`src/rtl/tcw_pkg.sv`:
```
`timescale 1ns / 1ps
// ----------------------------------------------------------------------------
// tcw_pkg
// Shared constants, codes and controller/datapath types of the text console.
// ----------------------------------------------------------------------------
package tcw_pkg;

  localparam int TEXT_CELLS_DEF = 4096;
  localparam int ROW_CELLS_DEF  = 80;
  localparam int VIEW_CELLS_DEF = 2000;

  localparam logic [7:0] CH_ESC   = 8'd27;
  localparam logic [7:0] CH_TAB   = 8'd9;
  localparam logic [7:0] CH_NL    = 8'd10;
  localparam logic [7:0] CH_BS    = 8'd8;
  localparam logic [7:0] CH_SPACE = 8'd32;
  localparam int         TAB_SPAN = 4;

  localparam int CFG_W     = 13;
  localparam int CFG_IDX_W = 2;
  localparam int CELL_W    = 16;

  localparam logic [12:0] REGION_RST    = 13'd4096;
  localparam logic [7:0]  NORMAL_RST    = 8'd7;
  localparam logic [7:0]  HIGHLIGHT_RST = 8'd4;
  localparam logic [7:0]  HIDDEN_RST    = 8'd0;

  localparam logic [1:0] SS_NORMAL = 2'd0;
  localparam logic [1:0] SS_ENTRY  = 2'd1;
  localparam logic [1:0] SS_MATCH  = 2'd2;

  typedef enum logic [1:0] {
    CFG_REGION, CFG_NORMAL, CFG_HIGHLIGHT, CFG_HIDDEN
  } cfg_idx_e;

  typedef enum logic [1:0] {
    MODE_PUT, MODE_UP, MODE_DOWN, MODE_READ
  } mode_e;

  typedef enum logic [2:0] {
    RA_CUR_M1, RA_P_K, RA_PS_K, RA_P, RA_ITEM
  } rd_sel_e;

  typedef enum logic [2:0] {
    WR_CLEAR, WR_CHAR, WR_TAB, WR_NL, WR_BACK, WR_NORMAL_P, WR_HIGH_P, WR_SPACE_P
  } wr_sel_e;

  typedef enum logic [1:0] {CUR_HOLD, CUR_INC, CUR_DEC, CUR_PS} cur_op_e;
  typedef enum logic [1:0] {VS_HOLD, VS_DOWN, VS_UP} vs_op_e;
  typedef enum logic [1:0] {P_HOLD, P_ZERO, P_INC} p_op_e;
  typedef enum logic [1:0] {K_HOLD, K_ZERO, K_INC} k_op_e;

  typedef struct packed {
    logic    item_load;
    logic    rd_en;
    rd_sel_e rd_sel;
    logic    wr_en;
    wr_sel_e wr_sel;
    cur_op_e cur_op;
    vs_op_e  vs_op;
    p_op_e   p_op;
    k_op_e   k_op;
    logic    a_load;
    logic    ps_load;
    logic    entry_set;
    logic    entry_clr;
    logic    show_set;
    logic    show_clr;
    logic    clr_inc;
    logic    out_load;
  } tcw_cmd_t;

  typedef struct packed {
    mode_e mode;
    logic  is_esc;
    logic  is_tab;
    logic  is_nl;
    logic  is_bs;
    logic  entry;
    logic  show;
    logic  fit_tab;
    logic  fit_nl;
    logic  fit_char;
    logic  cur_zero;
    logic  rd_tab;
    logic  rd_nl;
    logic  rd_eq_a;
    logic  col_last;
    logic  k_last;
    logic  k_tab_last;
    logic  p_lt_ps;
    logic  p_next_eq_cur;
    logic  cur_gt_ps;
    logic  need_scroll;
    logic  can_scroll;
    logic  clr_last;
    logic  out_free;
  } tcw_sts_t;

endpackage

```
`src/rtl/tcw_ctrl.sv`:
```
`timescale 1ns / 1ps
// ----------------------------------------------------------------------------
// tcw_ctrl
// Sequencer for clearing, character handling, erase, search and scrolling.
// ----------------------------------------------------------------------------
module tcw_ctrl import tcw_pkg::*; (
  input  logic     clk_i,
  input  logic     rst_ni,
  input  logic     in_valid_i,
  output logic     in_ready_o,
  input  tcw_sts_t sts_i,
  output tcw_cmd_t cmd_o
);

  typedef enum logic [4:0] {
    S_CLEAR, S_IDLE, S_DISPATCH, S_TAB, S_NL, S_BS_CHK, S_BS_TAB, S_BS_NL_W,
    S_BS_NL_R, S_BS_NL_C, S_RE_RD, S_RE_WR, S_ER, S_HM_TOP, S_HM_A, S_HM_B,
    S_HM_C, S_HL_RD, S_HL_WR, S_SCROLL, S_DONE
  } state_e;

  state_e state_q, state_d;
  logic   skip_q, skip_d;

  assign in_ready_o = (state_q == S_IDLE);

  always_comb begin
    state_d = state_q;
    skip_d  = skip_q;
    cmd_o   = '{rd_sel: RA_P, wr_sel: WR_SPACE_P, cur_op: CUR_HOLD, vs_op: VS_HOLD,
                p_op: P_HOLD, k_op: K_HOLD, default: 1'b0};
    unique case (state_q)
      S_CLEAR: begin
        cmd_o.wr_en   = 1'b1;
        cmd_o.wr_sel  = WR_CLEAR;
        cmd_o.clr_inc = 1'b1;
        if (sts_i.clr_last) state_d = S_IDLE;
      end
      S_IDLE: begin
        if (in_valid_i) begin
          cmd_o.item_load = 1'b1;
          state_d         = S_DISPATCH;
        end
      end
      S_DISPATCH: begin
        skip_d = 1'b0;
        unique case (sts_i.mode)
          MODE_UP: begin
            cmd_o.vs_op = VS_UP;
            state_d     = S_DONE;
          end
          MODE_DOWN: begin
            cmd_o.vs_op = VS_DOWN;
            state_d     = S_DONE;
          end
          MODE_READ: begin
            cmd_o.rd_en  = 1'b1;
            cmd_o.rd_sel = RA_ITEM;
            state_d      = S_DONE;
          end
          default: begin
            if (sts_i.show) begin
              if (sts_i.is_esc) begin
                cmd_o.entry_clr = 1'b1;
                cmd_o.show_clr  = 1'b1;
                cmd_o.p_op      = P_ZERO;
                skip_d          = 1'b1;
                state_d         = S_RE_RD;
              end else begin
                state_d = S_DONE;
              end
            end else if (sts_i.is_esc) begin
              if (!sts_i.entry) begin
                cmd_o.ps_load   = 1'b1;
                cmd_o.entry_set = 1'b1;
                state_d         = S_SCROLL;
              end else begin
                cmd_o.entry_clr = 1'b1;
                cmd_o.p_op      = P_ZERO;
                state_d         = S_RE_RD;
              end
            end else if (sts_i.is_tab) begin
              cmd_o.k_op = K_ZERO;
              state_d    = sts_i.fit_tab ? S_TAB : S_SCROLL;
            end else if (sts_i.is_nl) begin
              if (!sts_i.fit_nl) begin
                state_d = S_SCROLL;
              end else if (sts_i.entry) begin
                cmd_o.show_set = 1'b1;
                cmd_o.p_op     = P_ZERO;
                state_d        = S_HM_TOP;
              end else begin
                state_d = S_NL;
              end
            end else if (sts_i.is_bs) begin
              if (sts_i.cur_zero) begin
                state_d = S_SCROLL;
              end else begin
                cmd_o.rd_en  = 1'b1;
                cmd_o.rd_sel = RA_CUR_M1;
                state_d      = S_BS_CHK;
              end
            end else begin
              if (sts_i.fit_char) begin
                cmd_o.wr_en  = 1'b1;
                cmd_o.wr_sel = WR_CHAR;
                cmd_o.cur_op = CUR_INC;
              end
              state_d = S_SCROLL;
            end
          end
        endcase
      end
      S_TAB: begin
        cmd_o.wr_en  = 1'b1;
        cmd_o.wr_sel = WR_TAB;
        cmd_o.cur_op = CUR_INC;
        cmd_o.k_op   = K_INC;
        if (sts_i.k_tab_last) state_d = S_SCROLL;
      end
      S_NL: begin
        cmd_o.wr_en  = 1'b1;
        cmd_o.wr_sel = WR_NL;
        cmd_o.cur_op = CUR_INC;
        if (sts_i.col_last) state_d = S_SCROLL;
      end
      S_BS_CHK: begin
        if (sts_i.rd_tab) begin
          cmd_o.k_op = K_ZERO;
          state_d    = S_BS_TAB;
        end else if (sts_i.rd_nl) begin
          state_d = S_BS_NL_W;
        end else begin
          cmd_o.wr_en  = 1'b1;
          cmd_o.wr_sel = WR_BACK;
          cmd_o.cur_op = CUR_DEC;
          state_d      = S_SCROLL;
        end
      end
      S_BS_TAB: begin
        if (sts_i.cur_zero) begin
          state_d = S_SCROLL;
        end else begin
          cmd_o.wr_en  = 1'b1;
          cmd_o.wr_sel = WR_BACK;
          cmd_o.cur_op = CUR_DEC;
          cmd_o.k_op   = K_INC;
          if (sts_i.k_tab_last) state_d = S_SCROLL;
        end
      end
      S_BS_NL_W: begin
        cmd_o.wr_en  = 1'b1;
        cmd_o.wr_sel = WR_BACK;
        cmd_o.cur_op = CUR_DEC;
        state_d      = S_BS_NL_R;
      end
      S_BS_NL_R: begin
        if (sts_i.cur_zero) begin
          state_d = S_SCROLL;
        end else begin
          cmd_o.rd_en  = 1'b1;
          cmd_o.rd_sel = RA_CUR_M1;
          state_d      = S_BS_NL_C;
        end
      end
      S_BS_NL_C: begin
        state_d = sts_i.rd_nl ? S_BS_NL_W : S_SCROLL;
      end
      S_RE_RD: begin
        if (sts_i.p_lt_ps) begin
          cmd_o.rd_en  = 1'b1;
          cmd_o.rd_sel = RA_P;
          state_d      = S_RE_WR;
        end else if (sts_i.cur_gt_ps) begin
          state_d = S_ER;
        end else begin
          state_d = skip_q ? S_DONE : S_SCROLL;
        end
      end
      S_RE_WR: begin
        cmd_o.wr_en  = !(sts_i.rd_tab || sts_i.rd_nl);
        cmd_o.wr_sel = WR_NORMAL_P;
        cmd_o.p_op   = P_INC;
        state_d      = S_RE_RD;
      end
      S_ER: begin
        cmd_o.wr_en  = 1'b1;
        cmd_o.wr_sel = WR_SPACE_P;
        cmd_o.p_op   = P_INC;
        if (sts_i.p_next_eq_cur) begin
          cmd_o.cur_op = CUR_PS;
          state_d      = skip_q ? S_DONE : S_SCROLL;
        end
      end
      S_HM_TOP: begin
        cmd_o.k_op = K_ZERO;
        state_d    = (sts_i.cur_gt_ps && sts_i.p_lt_ps) ? S_HM_A : S_SCROLL;
      end
      S_HM_A: begin
        cmd_o.rd_en  = 1'b1;
        cmd_o.rd_sel = RA_P_K;
        state_d      = S_HM_B;
      end
      S_HM_B: begin
        cmd_o.a_load = 1'b1;
        cmd_o.rd_en  = 1'b1;
        cmd_o.rd_sel = RA_PS_K;
        state_d      = S_HM_C;
      end
      S_HM_C: begin
        if (!sts_i.rd_eq_a) begin
          cmd_o.p_op = P_INC;
          state_d    = S_HM_TOP;
        end else if (sts_i.k_last) begin
          cmd_o.k_op = K_ZERO;
          state_d    = S_HL_RD;
        end else begin
          cmd_o.k_op = K_INC;
          state_d    = S_HM_A;
        end
      end
      S_HL_RD: begin
        cmd_o.rd_en  = 1'b1;
        cmd_o.rd_sel = RA_P;
        state_d      = S_HL_WR;
      end
      S_HL_WR: begin
        cmd_o.wr_en  = !sts_i.rd_tab;
        cmd_o.wr_sel = WR_HIGH_P;
        cmd_o.p_op   = P_INC;
        cmd_o.k_op   = K_INC;
        state_d      = sts_i.k_last ? S_HM_TOP : S_HL_RD;
      end
      S_SCROLL: begin
        if (sts_i.need_scroll && sts_i.can_scroll) begin
          cmd_o.vs_op = VS_DOWN;
        end else begin
          state_d = S_DONE;
        end
      end
      S_DONE: begin
        if (sts_i.out_free) begin
          cmd_o.out_load = 1'b1;
          state_d        = S_IDLE;
        end
      end
      default: state_d = S_IDLE;
    endcase
  end

  always_ff @(posedge clk_i or negedge rst_ni) begin
    if (!rst_ni) begin
      state_q <= S_CLEAR;
      skip_q  <= 1'b0;
    end else begin
      state_q <= state_d;
      skip_q  <= skip_d;
    end
  end

endmodule

```
`config.mk`:
```
export PLATFORM = sky130hd
export DESIGN_NAME = tcw_ctrl
export DESIGN_NICKNAME = d
export VERILOG_FILES = /design/src/rtl/tcw_pkg.sv /design/src/rtl/tcw_ctrl.sv
export SDC_FILE = /design/constraint.sdc
export NUM_CORES = 1
export LEC_CHECK = 0
export BUFFER_PORTS_ARGS = -buffer_cell sky130_fd_sc_hd__buf_2
export CAP_MARGIN = 15
export CELL_PAD_IN_SITES_DETAIL_PLACEMENT = 1
export CELL_PAD_IN_SITES_GLOBAL_PLACEMENT = 1
export CORE_MARGIN = 5
export CORE_UTILIZATION = 33
export DETAILED_ROUTE_END_ITERATION = 16
export PLACE_DENSITY = 0.81
export SETUP_SLACK_MARGIN = 0.4
export SLEW_MARGIN = 20
export SYNTH_ARGS = -nofsm -noshare
export SYNTH_HDL_FRONTEND = slang
export SYNTH_SLANG_ARGS = --single-unit
```
`constraint.sdc`:
```
create_clock -name clk_i -period 1.6 [get_ports clk_i]
set_input_delay 0.24 -clock clk_i [delete_from_list [all_inputs] [get_ports clk_i]]
set_output_delay 0.24 -clock clk_i [all_outputs]
set_load 0.02 [all_outputs]
```
==> out/qor.txt, run 1 <==
Mean Syn Cell Area = 6.98 sq um
Synth top area share = 8.96%
pin count of the biggest net entering global routing = 22
TritonCTS Buffers = 3
number of synthesized flops with an enable pin = 0
CTS Buffer Depth = 2
DIE WIDTH = 81.3 um
halt point of the flow = global routing
syn_nets = 273
TritonCTS Sinks = 6
cell area after synthesis = 1680 sq um
CTS H-tree depth = 1
Worst EP kind = register input
initial antenna violation count = 0
Log Error = [ERROR DPL-0033] detailed placement checks failed during check placement.
Die Y = 81.3 um
ys async rst share = 100%
main flop type after synthesis = dfrtp_1
most frequent cells after synthesis = 20 x nand2_1, 19 x nor2_1, 13 x nor3_1
Cells after DPL = 425
row count = 26
Initial Util = 33.4%
Cell variety after synth = 69
area leader, netlist = dfrtp_1
Port Buffers = 53
dpl cell area = 2720 sq um
I/O pin cnt = 54
outcome = aborted with a tool error
Syn Inst Count = 240
sequential area share after synthesis = 8.96%
worst endpoint after global-route timing repair = state_q[4]$_DFFE_PN0P_/D
Seq cells post-synth = 6
pre-CTS setup slack = -0.492 ns
hpwl dp = 7000 um
CTS root buf = clkbuf_8
synth warn = 0
synth top area cells = dfrtp_1 9.0%, nand2_1 4.5%, nor2_1 4.3%
top-count cell post-synth = nand2_1
routability cong. = 0.988
==> what timing repair did <==
action                                  CTS
hold endpoints to repair                  6
resized for setup                       126
pin swaps                                29
endpoints found under the setup margin   32
setup buffers                            22
hold buffers                              1
==> per-stage QoR <==
step | TNS [ns] | hold WS [ns]
after CTS | -6.88 | 0.384
after detailed placement | -5.11 | 0.0692
after global placement | -4.29 | 0.0646
after floorplan | -0.668 | -0.0556
==> cells by family after synthesis <==
group	count (synthesis)	share of synthesized area [%]
DFF	6	8.96
AOI/OAI and AO/OA	72	31.6
buffers and inverters	31	10.3
adders and majority gates	5	3.73
muxes	3	1.94
and+or+nand+nor	123	43.5
==> run 2, diff against run 1 <==
--- a/config.mk
+++ b/config.mk
@@ -7,13 +7,10 @@
 export LEC_CHECK = 0
 export BUFFER_PORTS_ARGS = -buffer_cell sky130_fd_sc_hd__buf_2
 export CAP_MARGIN = 15
-export CELL_PAD_IN_SITES_DETAIL_PLACEMENT = 1
-export CELL_PAD_IN_SITES_GLOBAL_PLACEMENT = 1
 export CORE_MARGIN = 5
-export CORE_UTILIZATION = 33
+export CORE_UTILIZATION = 40
 export DETAILED_ROUTE_END_ITERATION = 16
-export PLACE_DENSITY = 0.81
-export SETUP_SLACK_MARGIN = 0.4
+export PLACE_DENSITY_LB_ADDON = 0.15
 export SLEW_MARGIN = 20
 export SYNTH_ARGS = -nofsm -noshare
 export SYNTH_HDL_FRONTEND = slang
==> constraint.sdc (replaced) <==
create_clock -name clk_i -period 2.1 [get_ports clk_i]
set_input_delay 0.315 -clock clk_i [delete_from_list [all_inputs] [get_ports clk_i]]
set_output_delay 0.315 -clock clk_i [all_outputs]
set_load 0.02 [all_outputs]
==> run 2 against run 1 <==
  * The flow now finishes, with violations (setup timing)
  * Area after synthesis did not move
  * Synthesized cell count did not move
==> out/qor.txt, run 2 <==
Final setup viols = 2
antenna viol nets, final = 0
mux share of post-synthesis cell area = 1.94%
synth top area cells = dfrtp_1 9.0%, nand2_1 4.5%, nor2_1 4.3%
vias in the first global route = 2253
Multi-input gate area = 1470 sq um
pin count of the biggest net entering global routing = 22
dpl cell area = 2210 sq um
power per standard cell area = 1400 nW/um^2
reg-to-reg critical path startpoint = state_q[0]
fillers = 375
I/O pin cnt = 54
Final Max Slew Viols = 0
DRC Markers = 0
first-pass GRT wire length = 10900 um
Clk Latency, worst-skew pair = 0.22 ns
pre-CTS setup slack = 0.00259 ns
main combinational cell family by area after synthesis = simple AND/OR/NAND/NOR gates
RSZ-0062 raised after global routing = true
clock share of power = 4.8%
final worst-path setup slack = -0.00319 ns
DIE WIDTH = 74.7 um
Worst Path Class, Setup = flop to output port
final setup TNS = -0.00620 ns
switching pwr = 1.82 mW
FF-to-FF End = state_q[2]
CTS Buffer Depth = 2
final clock skew = 0.00126 ns
Max-cap violations = 0
r2r setup slk = 0.13 ns
Syn Inst Count = 240
maximum VDD drop = 0.000854 V
final worst-path cycle share = 100%
ys async rst share = 100%
CTS tree = yes
final hold violations = 0
max reg flops = 5
number of synthesized flops with an enable pin = 0
synth warn = 0
TritonRoute pass-1 iters = 5
Die Y = 74.7 um
worst r2r path cells = 7
xor/xnor share of the synthesized area = 0%
Worst Tran Pin Value = 0.354 ns
initial antenna violation count = 0
crit path DAT = 1.79 ns
area delta synth->final = 49.0%
Crit Path Max Fanout = 9
register area = 155 sq um
cell area after synthesis = 1680 sq um
Cell variety after synth = 69
Critical Path Start Type = flop
CP max stage cell = dfrtp_1
GRT met1 Usage = 34.7%
leak pwr = 1.10 nW
drt total wl = 6830 um
die area = 5580 sq um
Synth top area share = 8.96%
Mean Syn Cell Area = 6.98 sq um
CTS clk-pin slew, worst paths = 0.03 ns
row count = 23
Max Clock Freq = 475 MHz
switching power share of the total = 52.0%
failing checks = setup timing
fraction of the mapped netlist area in adder cells = 3.73%
most frequent cells in the layout = 46 x buf_2, 44 x buf_4, 19 x nand2_1
post-synthesis simple-gate area fraction = 43.5%
complex-gate fraction of the synthesized area = 31.6%
Worst path top cell family by delay = buffers and inverters
Vias/cell = 6.26
Max-slew headroom = 75.8%
biggest regs = state_q (5), skip_q (1)
Vias = 2321
sequential area share after synthesis = 8.96%
Tot Pwr = 3.50 mW
Pint = 1.68 mW
syn_nets = 273
Biggest register = state_q
M2 GR Usage = 40.9%
ratio of cells with drive above 1 in the final layout = 44.5%
grt peak-use layer = met2
CP max stage delay = 0.39 ns
ANT cells = 0
GRT Util Overall = 25.1%
met3 usage = 2.00%
CP bufs+invs = 3
CTS H-tree depth = 1
Seq cells post-synth = 6
Final Cell Area = 2500 sq um
routability cong. = 0.902
Final min period = 2.10 ns
TritonCTS Sinks = 6
Initial Util = 41.6%
main flop type after synthesis = dfrtp_1
CP Cell Sequence = buf_12, clkinvlp_4, nand2_1, o32ai_1, a311oi_2, o21ai_1, buf_4
Req. time, crit path = 1.78 ns
grt total ovfl = 0
WL/cell = 18.4 um
most common cell after layout, fill and taps aside = buf_2
Port Buffers = 53
top-count cell post-synth = nand2_1
final core occ = 62.0%
CTS root buf = clkbuf_8
most frequent cells after synthesis = 20 x nand2_1, 19 x nor2_1, 13 x nor3_1
Nets = 356
DRT iter0 DRCs = 234
Flop pwr share = 7.9%
core area = 4030 sq um
hpwl dp = 5090 um
combinational power share = 87.3%
CP endpoint kind = output port
outcome = complete, but fails checks
area leader, netlist = dfrtp_1
hold crit path type = input pin to async pin
TritonCTS Buffers = 3
run 2: cells by family (layout without fill, tap and decap cells):
family | Yosys count | count (layout)
AO/OA/AOI/OAI | 72 | 72
buffers and inverters | 31 | 112
multiplexers | 3 | 3
AND/OR/NAND/NOR | 123 | 123
adder cells (fa/ha/maj) | 5 | 5
flip-flops | 6 | 6
run 2: metal layers:
layer	up-vias	share of wire, %
li1	1095	-
met1	1071	42
met2	141	48
met3	14	8.5
met4	0	1.6
met5	-	0
run 2: stage by stage:
stage	cells	hold WS, ns
after floorplan	240	0.0194
after global placement	358	0.138
after detailed placement	358	0.137
after CTS	366	0.436
after global routing	371	0.481
final	371	0.444
run 2: worst max path at each step:
stage                     from        end  slack [ns]  cells past startpoint
detailed placement   sts_i[23]  cmd_o[19]       0.003                      9
global placement     sts_i[23]  cmd_o[19]        0.01                      9
CTS                 state_q[0]  cmd_o[19]       -0.02                      7
global route        state_q[0]  cmd_o[19]       -0.08                      7
finish              state_q[0]  cmd_o[19]      -0.003                      7
floorplan           state_q[3]  cmd_o[10]        0.04                      5
run 2: power groups by stage:
stage               clock (mW)  combinational, mW  sequential, mW
finish                   0.167               3.05           0.276
global route             0.180               3.27           0.280
CTS                      0.171               2.85           0.288
detailed placement           0               2.62           0.275
global placement             0               2.64           0.273
floorplan                    0               1.74           0.207
run 2: timing repair:
item | in CTS | in global routing
endpoints found under the setup margin | 13 | 16
setup buffers | 3 | 5
resized for setup | 18 | 18
hold buffers | 1 | 0
pin swaps | 3 | 8
hold endpoints to repair | 6 | 0
cloned | 1 | 0
run 2: cell type report:
| class | count | area share, % |
|---|---|---|
| repair buffers | 99 | 29.1 |
| clock buffers | 3 | 1.65 |
| inverters | 10 | 1.65 |
| flip-flops and latches | 6 | 6.22 |
| multi-input cells | 203 | 58.9 |
| well taps | 50 | 2.51 |
Power figures use the tool's default switching activity.
